`src/rtl/slb_pkg.sv`:
```
// Shared codes, types and the set-1 key table of the scancode line buffer.
package slb_pkg;

  // Field widths of the item beats
  localparam int CmdW  = 2;
  localparam int CodeW = 8;
  localparam int PosW  = 6;
  localparam int CharW = 8;
  localparam int FillW = 7;

  // Commands carried by an input beat
  typedef enum logic [CmdW-1:0] {
    CMD_SCAN  = 2'd0,
    CMD_CLEAR = 2'd1,
    CMD_READ  = 2'd2
  } cmd_e;

  // Set-1 codes with a meaning of their own
  localparam logic [CodeW-1:0] SC_BREAK_LIMIT = 8'h80;
  localparam logic [CodeW-1:0] SC_ENTER       = 8'h1C;
  localparam logic [CodeW-1:0] SC_CAPS        = 8'h3A;
  localparam logic [CodeW-1:0] SC_BACKSPACE   = 8'h0E;
  localparam logic [CodeW-1:0] SC_TAB         = 8'h0F;

  // Characters handled by name
  localparam logic [CharW-1:0] CH_NEWLINE = 8'h0A;
  localparam logic [CharW-1:0] CH_LOWER_A = 8'h61;
  localparam logic [CharW-1:0] CH_LOWER_Z = 8'h7A;
  localparam logic [CharW-1:0] CH_CASE    = 8'h20;

  // Map a make code to its character; unmapped codes give zero
  function automatic logic [CharW-1:0] keymap(input logic [CodeW-1:0] code);
    logic [CharW-1:0] ch;
    case (code)
      8'h02:   ch = 8'h31;  // 1
      8'h03:   ch = 8'h32;
      8'h04:   ch = 8'h33;
      8'h05:   ch = 8'h34;
      8'h06:   ch = 8'h35;
      8'h07:   ch = 8'h36;
      8'h08:   ch = 8'h37;
      8'h09:   ch = 8'h38;
      8'h0A:   ch = 8'h39;
      8'h0B:   ch = 8'h30;  // 0
      8'h0C:   ch = 8'h27;  // apostrophe
      8'h0D:   ch = 8'hBF;  // inverted question mark
      8'h10:   ch = 8'h71;  // q
      8'h11:   ch = 8'h77;
      8'h12:   ch = 8'h65;
      8'h13:   ch = 8'h72;
      8'h14:   ch = 8'h74;
      8'h15:   ch = 8'h79;
      8'h16:   ch = 8'h75;
      8'h17:   ch = 8'h69;
      8'h18:   ch = 8'h6F;
      8'h19:   ch = 8'h70;  // p
      8'h1A:   ch = 8'hB4;  // acute accent
      8'h1B:   ch = 8'h2B;  // +
      8'h1E:   ch = 8'h61;  // a
      8'h1F:   ch = 8'h73;
      8'h20:   ch = 8'h64;
      8'h21:   ch = 8'h66;
      8'h22:   ch = 8'h67;
      8'h23:   ch = 8'h68;
      8'h24:   ch = 8'h6A;
      8'h25:   ch = 8'h6B;
      8'h26:   ch = 8'h6C;  // l
      8'h27:   ch = 8'hF1;  // n with tilde
      8'h28:   ch = 8'h7B;  // {
      8'h29:   ch = 8'h7C;  // |
      8'h2B:   ch = 8'h7D;  // }
      8'h2C:   ch = 8'h7A;  // z
      8'h2D:   ch = 8'h78;
      8'h2E:   ch = 8'h63;
      8'h2F:   ch = 8'h76;
      8'h30:   ch = 8'h62;
      8'h31:   ch = 8'h6E;
      8'h32:   ch = 8'h6D;  // m
      8'h33:   ch = 8'h2C;  // ,
      8'h34:   ch = 8'h2E;  // .
      8'h35:   ch = 8'h2D;  // -
      8'h37:   ch = 8'h2A;  // *
      8'h39:   ch = 8'h20;  // space
      8'h47:   ch = 8'h37;  // keypad 7
      8'h49:   ch = 8'h39;
      8'h4A:   ch = 8'h2D;
      8'h4C:   ch = 8'h35;
      8'h4E:   ch = 8'h2B;
      8'h4F:   ch = 8'h31;
      8'h51:   ch = 8'h33;  // keypad 3
      default: ch = '0;
    endcase
    return ch;
  endfunction

endpackage

```
`src/rtl/slb_in_if.sv`:
```
// Input channel of the scancode line buffer: command beats.
interface slb_in_if;
  import slb_pkg::*;

  logic             valid;
  logic             ready;
  logic [CmdW-1:0]  command;
  logic [CodeW-1:0] scan_code;
  logic [PosW-1:0]  read_position;

  modport source (output valid, output command, output scan_code, output read_position,
                  input ready);
  modport sink   (input valid, input command, input scan_code, input read_position,
                  output ready);
endinterface

```
`src/rtl/slb_out_if.sv`:
```
// Output channel of the scancode line buffer: result beats.
interface slb_out_if;
  import slb_pkg::*;

  logic             valid;
  logic             ready;
  logic [CharW-1:0] written_char;
  logic [FillW-1:0] fill_count;
  logic             active_buffer;
  logic [CharW-1:0] read_data;
  logic             switch_shell;

  modport source (output valid, output written_char, output fill_count,
                  output active_buffer, output read_data, output switch_shell,
                  input ready);
  modport sink   (input valid, input written_char, input fill_count,
                  input active_buffer, input read_data, input switch_shell,
                  output ready);
endinterface

```
`src/rtl/scancode_line_buffer.sv`:
```
// Set-1 scancode decoder that fills two switchable line buffers.
//
//   channel | dir | beat contents
//   --------+-----+------------------------------------------------------------
//   in_i    | in  | command, scan_code, read_position
//   out_o   | out | written_char, fill_count, active_buffer, read_data, switch_shell
//
// One command beat is taken per cycle unless out_o stalls; the accepting edge loads
// its result beat into the output register and finishes the decode, count update and
// line store write; a read uses the registered read port of each line store.
// in_i.ready stays high while the output register is empty or being drained, so a
// stall on out_o holds off new beats for as long as the stall lasts. Reset clears
// counts, flags and the high-water mark of each line; bytes at or above the mark
// read as zero, so no clearing pass is needed.
module scancode_line_buffer #(
  parameter int LINE_DEPTH = 64
) (
  input  logic clk_i,
  input  logic rst_ni,
  slb_in_if.sink    in_i,
  slb_out_if.source out_o
);
  import slb_pkg::*;

  localparam int AW = (LINE_DEPTH > 1) ? $clog2(LINE_DEPTH) : 1;
  localparam int CW = $clog2(LINE_DEPTH + 1);
  localparam int PW = ((AW > PosW) ? AW : PosW) + 1;

  // Line stores
  logic [CharW-1:0]      store_a [LINE_DEPTH];
  logic [CharW-1:0]      store_b [LINE_DEPTH];

  // Control state; every byte below a high-water mark was written since the last clear
  logic [CW-1:0] cnt_a_q, cnt_a_d, cnt_b_q, cnt_b_d;
  logic [CW-1:0] hwm_a_q, hwm_a_d, hwm_b_q, hwm_b_d;
  logic          sel_q, sel_d, caps_q, caps_d;

  // Output register
  logic             out_valid_q;
  logic [CharW-1:0] out_char_q, out_char_d;
  logic [FillW-1:0] out_fill_q;
  logic             out_sel_q;
  logic             out_pulse_q, out_pulse_d;
  logic             rd_hit_q, rd_hit_d;
  logic             rd_sel_q;
  logic [CharW-1:0] rd_a_q, rd_b_q;

  // Step decode
  logic             accept;
  logic [CW-1:0]    cnt_act, cnt_nxt;
  logic [CW-1:0]    hwm_act, hwm_nxt;
  logic             full, store_req, we, clr;
  logic [CharW-1:0] store_ch, key_ch;
  logic [AW-1:0]    wr_idx, pos_idx;
  logic [PW-1:0]    pos_ext;

  assign in_i.ready = !out_valid_q || out_o.ready;
  assign accept     = in_i.valid && in_i.ready;

  assign cnt_act = sel_q ? cnt_b_q : cnt_a_q;
  assign hwm_act = sel_q ? hwm_b_q : hwm_a_q;
  assign full    = (cnt_act == CW'(LINE_DEPTH));
  assign wr_idx  = cnt_act[AW-1:0];
  assign pos_ext = PW'(in_i.read_position);
  assign pos_idx = pos_ext[AW-1:0];

  // Look up the key and apply caps lock to a..z
  always_comb begin
    key_ch = keymap(in_i.scan_code);
    if (caps_q && (key_ch >= CH_LOWER_A) && (key_ch <= CH_LOWER_Z)) begin
      key_ch = key_ch - CH_CASE;
    end
  end

  // Decode one command beat
  always_comb begin
    store_req   = 1'b0;
    store_ch    = '0;
    clr         = 1'b0;
    cnt_nxt     = cnt_act;
    caps_d      = caps_q;
    sel_d       = sel_q;
    out_pulse_d = 1'b0;
    rd_hit_d    = 1'b0;
    case (in_i.command)
      CMD_SCAN: begin
        if (in_i.scan_code > SC_BREAK_LIMIT) begin
          // break code: drop
        end else if (in_i.scan_code == SC_ENTER) begin
          store_req = 1'b1;
          store_ch  = CH_NEWLINE;
        end else if (in_i.scan_code == SC_CAPS) begin
          caps_d = !caps_q;
        end else if (in_i.scan_code == SC_BACKSPACE) begin
          if (cnt_act != '0) begin
            cnt_nxt = cnt_act - CW'(1);
          end
        end else if (in_i.scan_code == SC_TAB) begin
          sel_d       = !sel_q;
          out_pulse_d = 1'b1;
        end else begin
          store_req = 1'b1;
          store_ch  = key_ch;
        end
      end
      CMD_CLEAR: begin
        clr     = 1'b1;
        cnt_nxt = '0;
      end
      CMD_READ: begin
        rd_hit_d = (pos_ext < PW'(hwm_act));
      end
      default: begin
      end
    endcase
    we         = store_req && !full;
    out_char_d = we ? store_ch : '0;
    if (we) begin
      cnt_nxt = cnt_act + CW'(1);
    end
    // Raise the mark when writing at it; drop it on clear
    hwm_nxt = hwm_act;
    if (clr) begin
      hwm_nxt = '0;
    end else if (we && (cnt_act == hwm_act)) begin
      hwm_nxt = hwm_act + CW'(1);
    end
    cnt_a_d = sel_q ? cnt_a_q : cnt_nxt;
    cnt_b_d = sel_q ? cnt_nxt : cnt_b_q;
    hwm_a_d = sel_q ? hwm_a_q : hwm_nxt;
    hwm_b_d = sel_q ? hwm_nxt : hwm_b_q;
  end

  // Advance control state
  always_ff @(posedge clk_i or negedge rst_ni) begin
    if (!rst_ni) begin
      cnt_a_q     <= '0;
      cnt_b_q     <= '0;
      hwm_a_q     <= '0;
      hwm_b_q     <= '0;
      sel_q       <= 1'b0;
      caps_q      <= 1'b0;
      out_valid_q <= 1'b0;
    end else begin
      if (accept) begin
        cnt_a_q     <= cnt_a_d;
        cnt_b_q     <= cnt_b_d;
        hwm_a_q     <= hwm_a_d;
        hwm_b_q     <= hwm_b_d;
        sel_q       <= sel_d;
        caps_q      <= caps_d;
        out_valid_q <= 1'b1;
      end else if (out_o.ready) begin
        out_valid_q <= 1'b0;
      end
    end
  end

  // Write and read the line stores; load the result beat
  always_ff @(posedge clk_i) begin
    if (accept) begin
      if (we && !sel_q) begin
        store_a[wr_idx] <= store_ch;
      end
      if (we && sel_q) begin
        store_b[wr_idx] <= store_ch;
      end
      rd_a_q      <= store_a[pos_idx];
      rd_b_q      <= store_b[pos_idx];
      rd_sel_q    <= sel_q;
      rd_hit_q    <= rd_hit_d;
      out_char_q  <= out_char_d;
      out_fill_q  <= FillW'(sel_d ? cnt_b_d : cnt_a_d);
      out_sel_q   <= sel_d;
      out_pulse_q <= out_pulse_d;
    end
  end

  // Drive the result beat
  assign out_o.valid         = out_valid_q;
  assign out_o.written_char  = out_char_q;
  assign out_o.fill_count    = out_fill_q;
  assign out_o.active_buffer = out_sel_q;
  assign out_o.read_data     = rd_hit_q ? (rd_sel_q ? rd_b_q : rd_a_q) : '0;
  assign out_o.switch_shell  = out_pulse_q;

endmodule
```
`src/flat_wrapper.sv`:
```
// flat-port wrapper written by rule: the top's interface ports become plain ports
module scancode_line_buffer_flat import slb_pkg::*;
#(
  parameter int LINE_DEPTH = 64
)
  (clk_i, rst_ni, in_i_valid, in_i_command, in_i_scan_code, in_i_read_position, in_i_ready, out_o_valid, out_o_written_char, out_o_fill_count, out_o_active_buffer, out_o_read_data, out_o_switch_shell, out_o_ready);
  slb_in_if in_i_i ();
  slb_out_if out_o_i ();
  input  logic clk_i;
  input  logic rst_ni;
  input wire logic [$bits(in_i_i.valid)-1:0] in_i_valid;
  input wire logic [$bits(in_i_i.command)-1:0] in_i_command;
  input wire logic [$bits(in_i_i.scan_code)-1:0] in_i_scan_code;
  input wire logic [$bits(in_i_i.read_position)-1:0] in_i_read_position;
  output wire logic [$bits(in_i_i.ready)-1:0] in_i_ready;
  output wire logic [$bits(out_o_i.valid)-1:0] out_o_valid;
  output wire logic [$bits(out_o_i.written_char)-1:0] out_o_written_char;
  output wire logic [$bits(out_o_i.fill_count)-1:0] out_o_fill_count;
  output wire logic [$bits(out_o_i.active_buffer)-1:0] out_o_active_buffer;
  output wire logic [$bits(out_o_i.read_data)-1:0] out_o_read_data;
  output wire logic [$bits(out_o_i.switch_shell)-1:0] out_o_switch_shell;
  input wire logic [$bits(out_o_i.ready)-1:0] out_o_ready;
  assign in_i_i.valid = in_i_valid;
  assign in_i_i.command = in_i_command;
  assign in_i_i.scan_code = in_i_scan_code;
  assign in_i_i.read_position = in_i_read_position;
  assign in_i_ready = in_i_i.ready;
  assign out_o_valid = out_o_i.valid;
  assign out_o_written_char = out_o_i.written_char;
  assign out_o_fill_count = out_o_i.fill_count;
  assign out_o_active_buffer = out_o_i.active_buffer;
  assign out_o_read_data = out_o_i.read_data;
  assign out_o_switch_shell = out_o_i.switch_shell;
  assign out_o_i.ready = out_o_ready;
  scancode_line_buffer #(.LINE_DEPTH(LINE_DEPTH)) u_core (.clk_i(clk_i), .rst_ni(rst_ni), .in_i(in_i_i), .out_o(out_o_i));
endmodule
```
`config.mk`:
```
export PLATFORM = sky130hd
export DESIGN_NAME = scancode_line_buffer_flat
export DESIGN_NICKNAME = d
export VERILOG_FILES = /design/src/rtl/slb_pkg.sv /design/src/rtl/slb_in_if.sv /design/src/rtl/slb_out_if.sv /design/src/rtl/scancode_line_buffer.sv /design/src/flat_wrapper.sv
export SDC_FILE = /design/constraint.sdc
export NUM_CORES = 1
export LEC_CHECK = 0
export BUFFER_PORTS_ARGS = -buffer_cell sky130_fd_sc_hd__buf_4
export CAP_MARGIN = 40
export CELL_PAD_IN_SITES_DETAIL_PLACEMENT = 0
export CELL_PAD_IN_SITES_GLOBAL_PLACEMENT = 2
export CORE_MARGIN = 2
export CORE_UTILIZATION = 50
export CTS_CLUSTER_SIZE = 8
export DETAILED_ROUTE_END_ITERATION = 10
export GPL_TIMING_DRIVEN = 0
export PLACE_DENSITY = 0.88
export SYNTH_ARGS = -nofsm -noshare
export SYNTH_HDL_FRONTEND = slang
export SYNTH_SLANG_ARGS = --single-unit
```
`constraint.sdc`:
```
create_clock -name clk_i -period 8.5 [get_ports clk_i]
set_input_delay 0.85 -clock clk_i [delete_from_list [all_inputs] [get_ports clk_i]]
set_output_delay 0.85 -clock clk_i [all_outputs]
set_load 0.03 [all_outputs]
```
==> flow_metrics.py <==
metrics = {
    "min_path": {
        "hold_path_class": "in2async",
    },
    "pwr": {
        "vdd_drop_max_uv": 183,
        "leakagePower_nw": 16.6,
        "switching_share": 0.223,
        "pwr-share-clk": 0.452,
        "p_per_area_mw_per_mm2": 237,
        "power_mw": 12.2,
        "p_seq_frac": 0.483,
        "combPwrFrac": 0.065,
        "power.switching_mw": 2.73,
        "p_int_mw": 9.49,
    },
    "cells_and_area": {
        "drive_above_1_share": 0.294,
        "final_area_sq_mm": 0.0515,
        "seq_area_sq_mm": 0.0326,
        "fillers": 6120,
        "multi_input_area_sq_mm": 0.0113,
        "syn_to_final_growth_pct": 15.9,
        "finalNetCount": 2418,
    },
    "detailed_routing": {
        "num_vias": 23200,
        "drtIter0Drc": 3023,
        "drc": 0,
        "drt_wl_total_um": 112000,
        "drt_first_pass_iters": 5,
        "vias_per_cell": 6.49,
        "wl_met2_um": 54500,
        "routed-wl-met3_um": 10400,
        "wire_per_inst_um": 31.4,
        "detail-route-antenna-nets": 0,
        "met1Wirelength_um": 43300,
        "routed.top_layer": "met4",
    },
    "synthesis": {
        "synth_area_per_cell_sq_um": 20.9,
        "yosysMostFrequentCell": "edfxtp_1",
        "yosysTopAreaCell": "edfxtp_1",
        "synth.yosys.seq_area_share": 0.734,
        "synth_ff_type": "edfxtp_1",
        "netlist_instances": 2122,
        "syn_area_sq_mm": 0.0444,
        "ys_top_cells_by_count": "edfxtp_1 (1,059), mux4_2 (339), nor2_1 (158)",
        "synth-seq-cells": 1090,
        "synth-edff-count": 1059,
        "yosys_warnings": 0,
        "netlist.area_leader.share": 0.716,
        "synthArstFlopShare": 0.0284,
        "syn-num-nets": 2163,
        "ys_types": 82,
        "ys_top_cells_by_area": "edfxtp_1 (72%), mux4_2 (17%), dfrtp_1 (1.7%)",
    },
    "worst_setup_path": {
        "r2r_slack_ps": 3960,
        "cp.required_ps": 8830,
        "r2r.worst_path.cells": 11,
        "worst-path-max-fanout": 10,
        "critPathKind": "in2reg",
        "crit_arrival_ps": 5090,
        "end_kind": "flip-flop",
        "critPathLaunchType": "input pin",
    },
    "timing": {
        "rsz0062_at_grt": "no",
        "fin_crit_sh": 0.560,
        "clock_skew_ps": 52.9,
        "setup_violations": 0,
        "final_max_slew_viol_count": 0,
        "max_freq_mhz": 210,
        "hold_violations": 0,
        "max_slew.worst_pin.slew_ps": 973,
        "fin_crit_ps": 4760,
        "relSlewSlack": 0.349,
    },
    "placement": {
        "io_buffer_count": 44,
        "placed_cell_area_sq_mm": 0.0471,
        "dp_hpwl_um": 74800,
        "gp_congestion": 0.849,
    },
    "floorplan": {
        "start_util": 0.503,
        "dieArea_sq_mm": 0.0912,
        "io_pins": 47,
        "die_height_um": 302,
        "coreArea_sq_mm": 0.0882,
        "die_x_um": 302,
        "rows": 109,
    },
    "grt": {
        "overflow": 0,
        "grt_antenna_before_repair": 3,
        "grt_pass1_vias": 23600,
        "grt_first_pass_wirelength_um": 164000,
        "grt_usage": 0.253,
        "grt_start_max_net_pins": 70,
    },
    "flow_run": {
        "max_cap_viol_count": 0,
    },
    "clock_network": {
        "cts.sinks": 1090,
        "cts_tree": "done",
        "clk_latency_ps": 760,
        "cts_buffers": 154,
        "cts_setup_buffers": 0,
        "path_clk_slew_ps": 50,
        "htree_num_levels": 4,
        "ctsHoldBuffers": 0,
        "cts_max_path_buffers": 3,
        "cts.repair.resized": 0,
        "root_buffer": "clkbuf_16",
    },
    "run_status": {
        "status": "finished clean",
    },
}
## critical path: stages
cell and delay [ps]:
buf_4 110, clkbuf_1 380, inv_1 180, ha_1 250, clkbuf_1 250, nand3_1 340, o211ai_4 200, or2_1 320
buf_6 160, nor2_1 260, nand3_1 720, nor2_1 1030
## state kept, by name (all words and copies together), names as in the netlist
signal	flops
u_core.out_o.valid	1
u_core.rd_b_q	8
u_core.store_a	512
u_core.store_b	512
u_core.out_o.written_char	8
u_core.hwm_a_q	7
u_core.rd_hit_q	1
u_core.out_o.switch_shell	1
u_core.hwm_b_q	7
u_core.rd_sel_q	1
u_core.sel_q	1
u_core.out_o.active_buffer	1
u_core.caps_q	1
u_core.cnt_a_q	7
u_core.out_o.fill_count	7
u_core.cnt_b_q	7
u_core.rd_a_q	8
## cell type report
cell class / count / share of cell area
buffer: 117 / 0.0111
inverter: 17 / 0.00129
clock buffer: 169 / 0.0764
multi-input combinational: 898 / 0.219
sequential: 1090 / 0.633
timing repair buffer: 99 / 0.0231
clock inverter: 16 / 0.00783
tap: 1165 / 0.0283
antenna: 1 / 0.0000486
## cells by family after synthesis
group	count (synthesis)	share of synthesized area
AOI/OAI and AO/OA	134	0.0223
xor gates and xnor gates	23	0.00454
adders and majority gates	21	0.00592
buffers and inverters	134	0.0143
DFF	1090	0.734
muxes	383	0.183
and+or+nand+nor	337	0.0361
## power by group through the flow
stage                     logic [mW]  registers [mW]  clock network (mW)
after global placement         0.742            6.00                   0
after detailed placement       0.779            6.00                   0
after floorplan                0.478            6.01                   0
after CTS                      0.787            5.90                5.58
final                          0.792            5.90                5.52
after global routing           0.836            5.90                5.80
## layer usage
metal,vias up,GRT usage
li1,9325,-
met1,12200,0.351
met2,1397,0.399
met3,233,0.0524
met4,0,0.0983
met5,-,0
## metrics by stage
stage               setup TNS [ps]   util  hold slack [ps]  worst slack (ps)  cells
finish                           0  0.583             28.1              3740   3572
detailed placement               0  0.534              485              3160   3384
global placement          -1644550  0.523              481             -4230   3331
CTS                              0  0.583             2.77              3920   3569
global route                     0  0.583             31.6              3670   3571
floorplan                        0      -              434               526   2122
## placed cells by master, fill, tap and decap left out, drive strengths merged, types with 6 or more instances in the layout
master	Yosys	routed
o31ai	12	12
mux2i	28	28
or2	6	6
nand3	24	24
ha	21	21
nor2b	23	23
clkbuf	65	234
buf	52	151
clkinv	0	14
mux4	339	339
nand2b	9	9
xnor2	15	15
a211oi	9	9
and3	6	6
nor2	161	161
dfrtp	31	31
edfxtp	1059	1059
inv	17	18
a31oi	12	12
mux2	16	16
xor2	8	8
o21ai	28	28
a21oi	20	20
nand2	57	57
nor3	19	19
## worst paths after layout
kind / from / end
hold reg to reg: u_core.hwm_b_q[5]$_DFFE_PN0P_ / u_core.hwm_b_q[5]$_DFFE_PN0P_
setup / recovery: in_i_scan_code[0] / u_core.store_b[24][7]$_DFFE_PP_
hold / removal: rst_ni / u_core.hwm_b_q[0]$_DFFE_PN0P_
setup reg to reg: u_core.sel_q$_DFFE_PN0P_ / u_core.store_b[24][7]$_DFFE_PP_
max in group asynchronous: rst_ni / u_core.cnt_a_q[5]$_DFFE_PN0P_
min in group clk_i: in_i_valid / u_core.out_o.valid$_DFFE_PN0P_
Power figures use the tool's default switching activity.
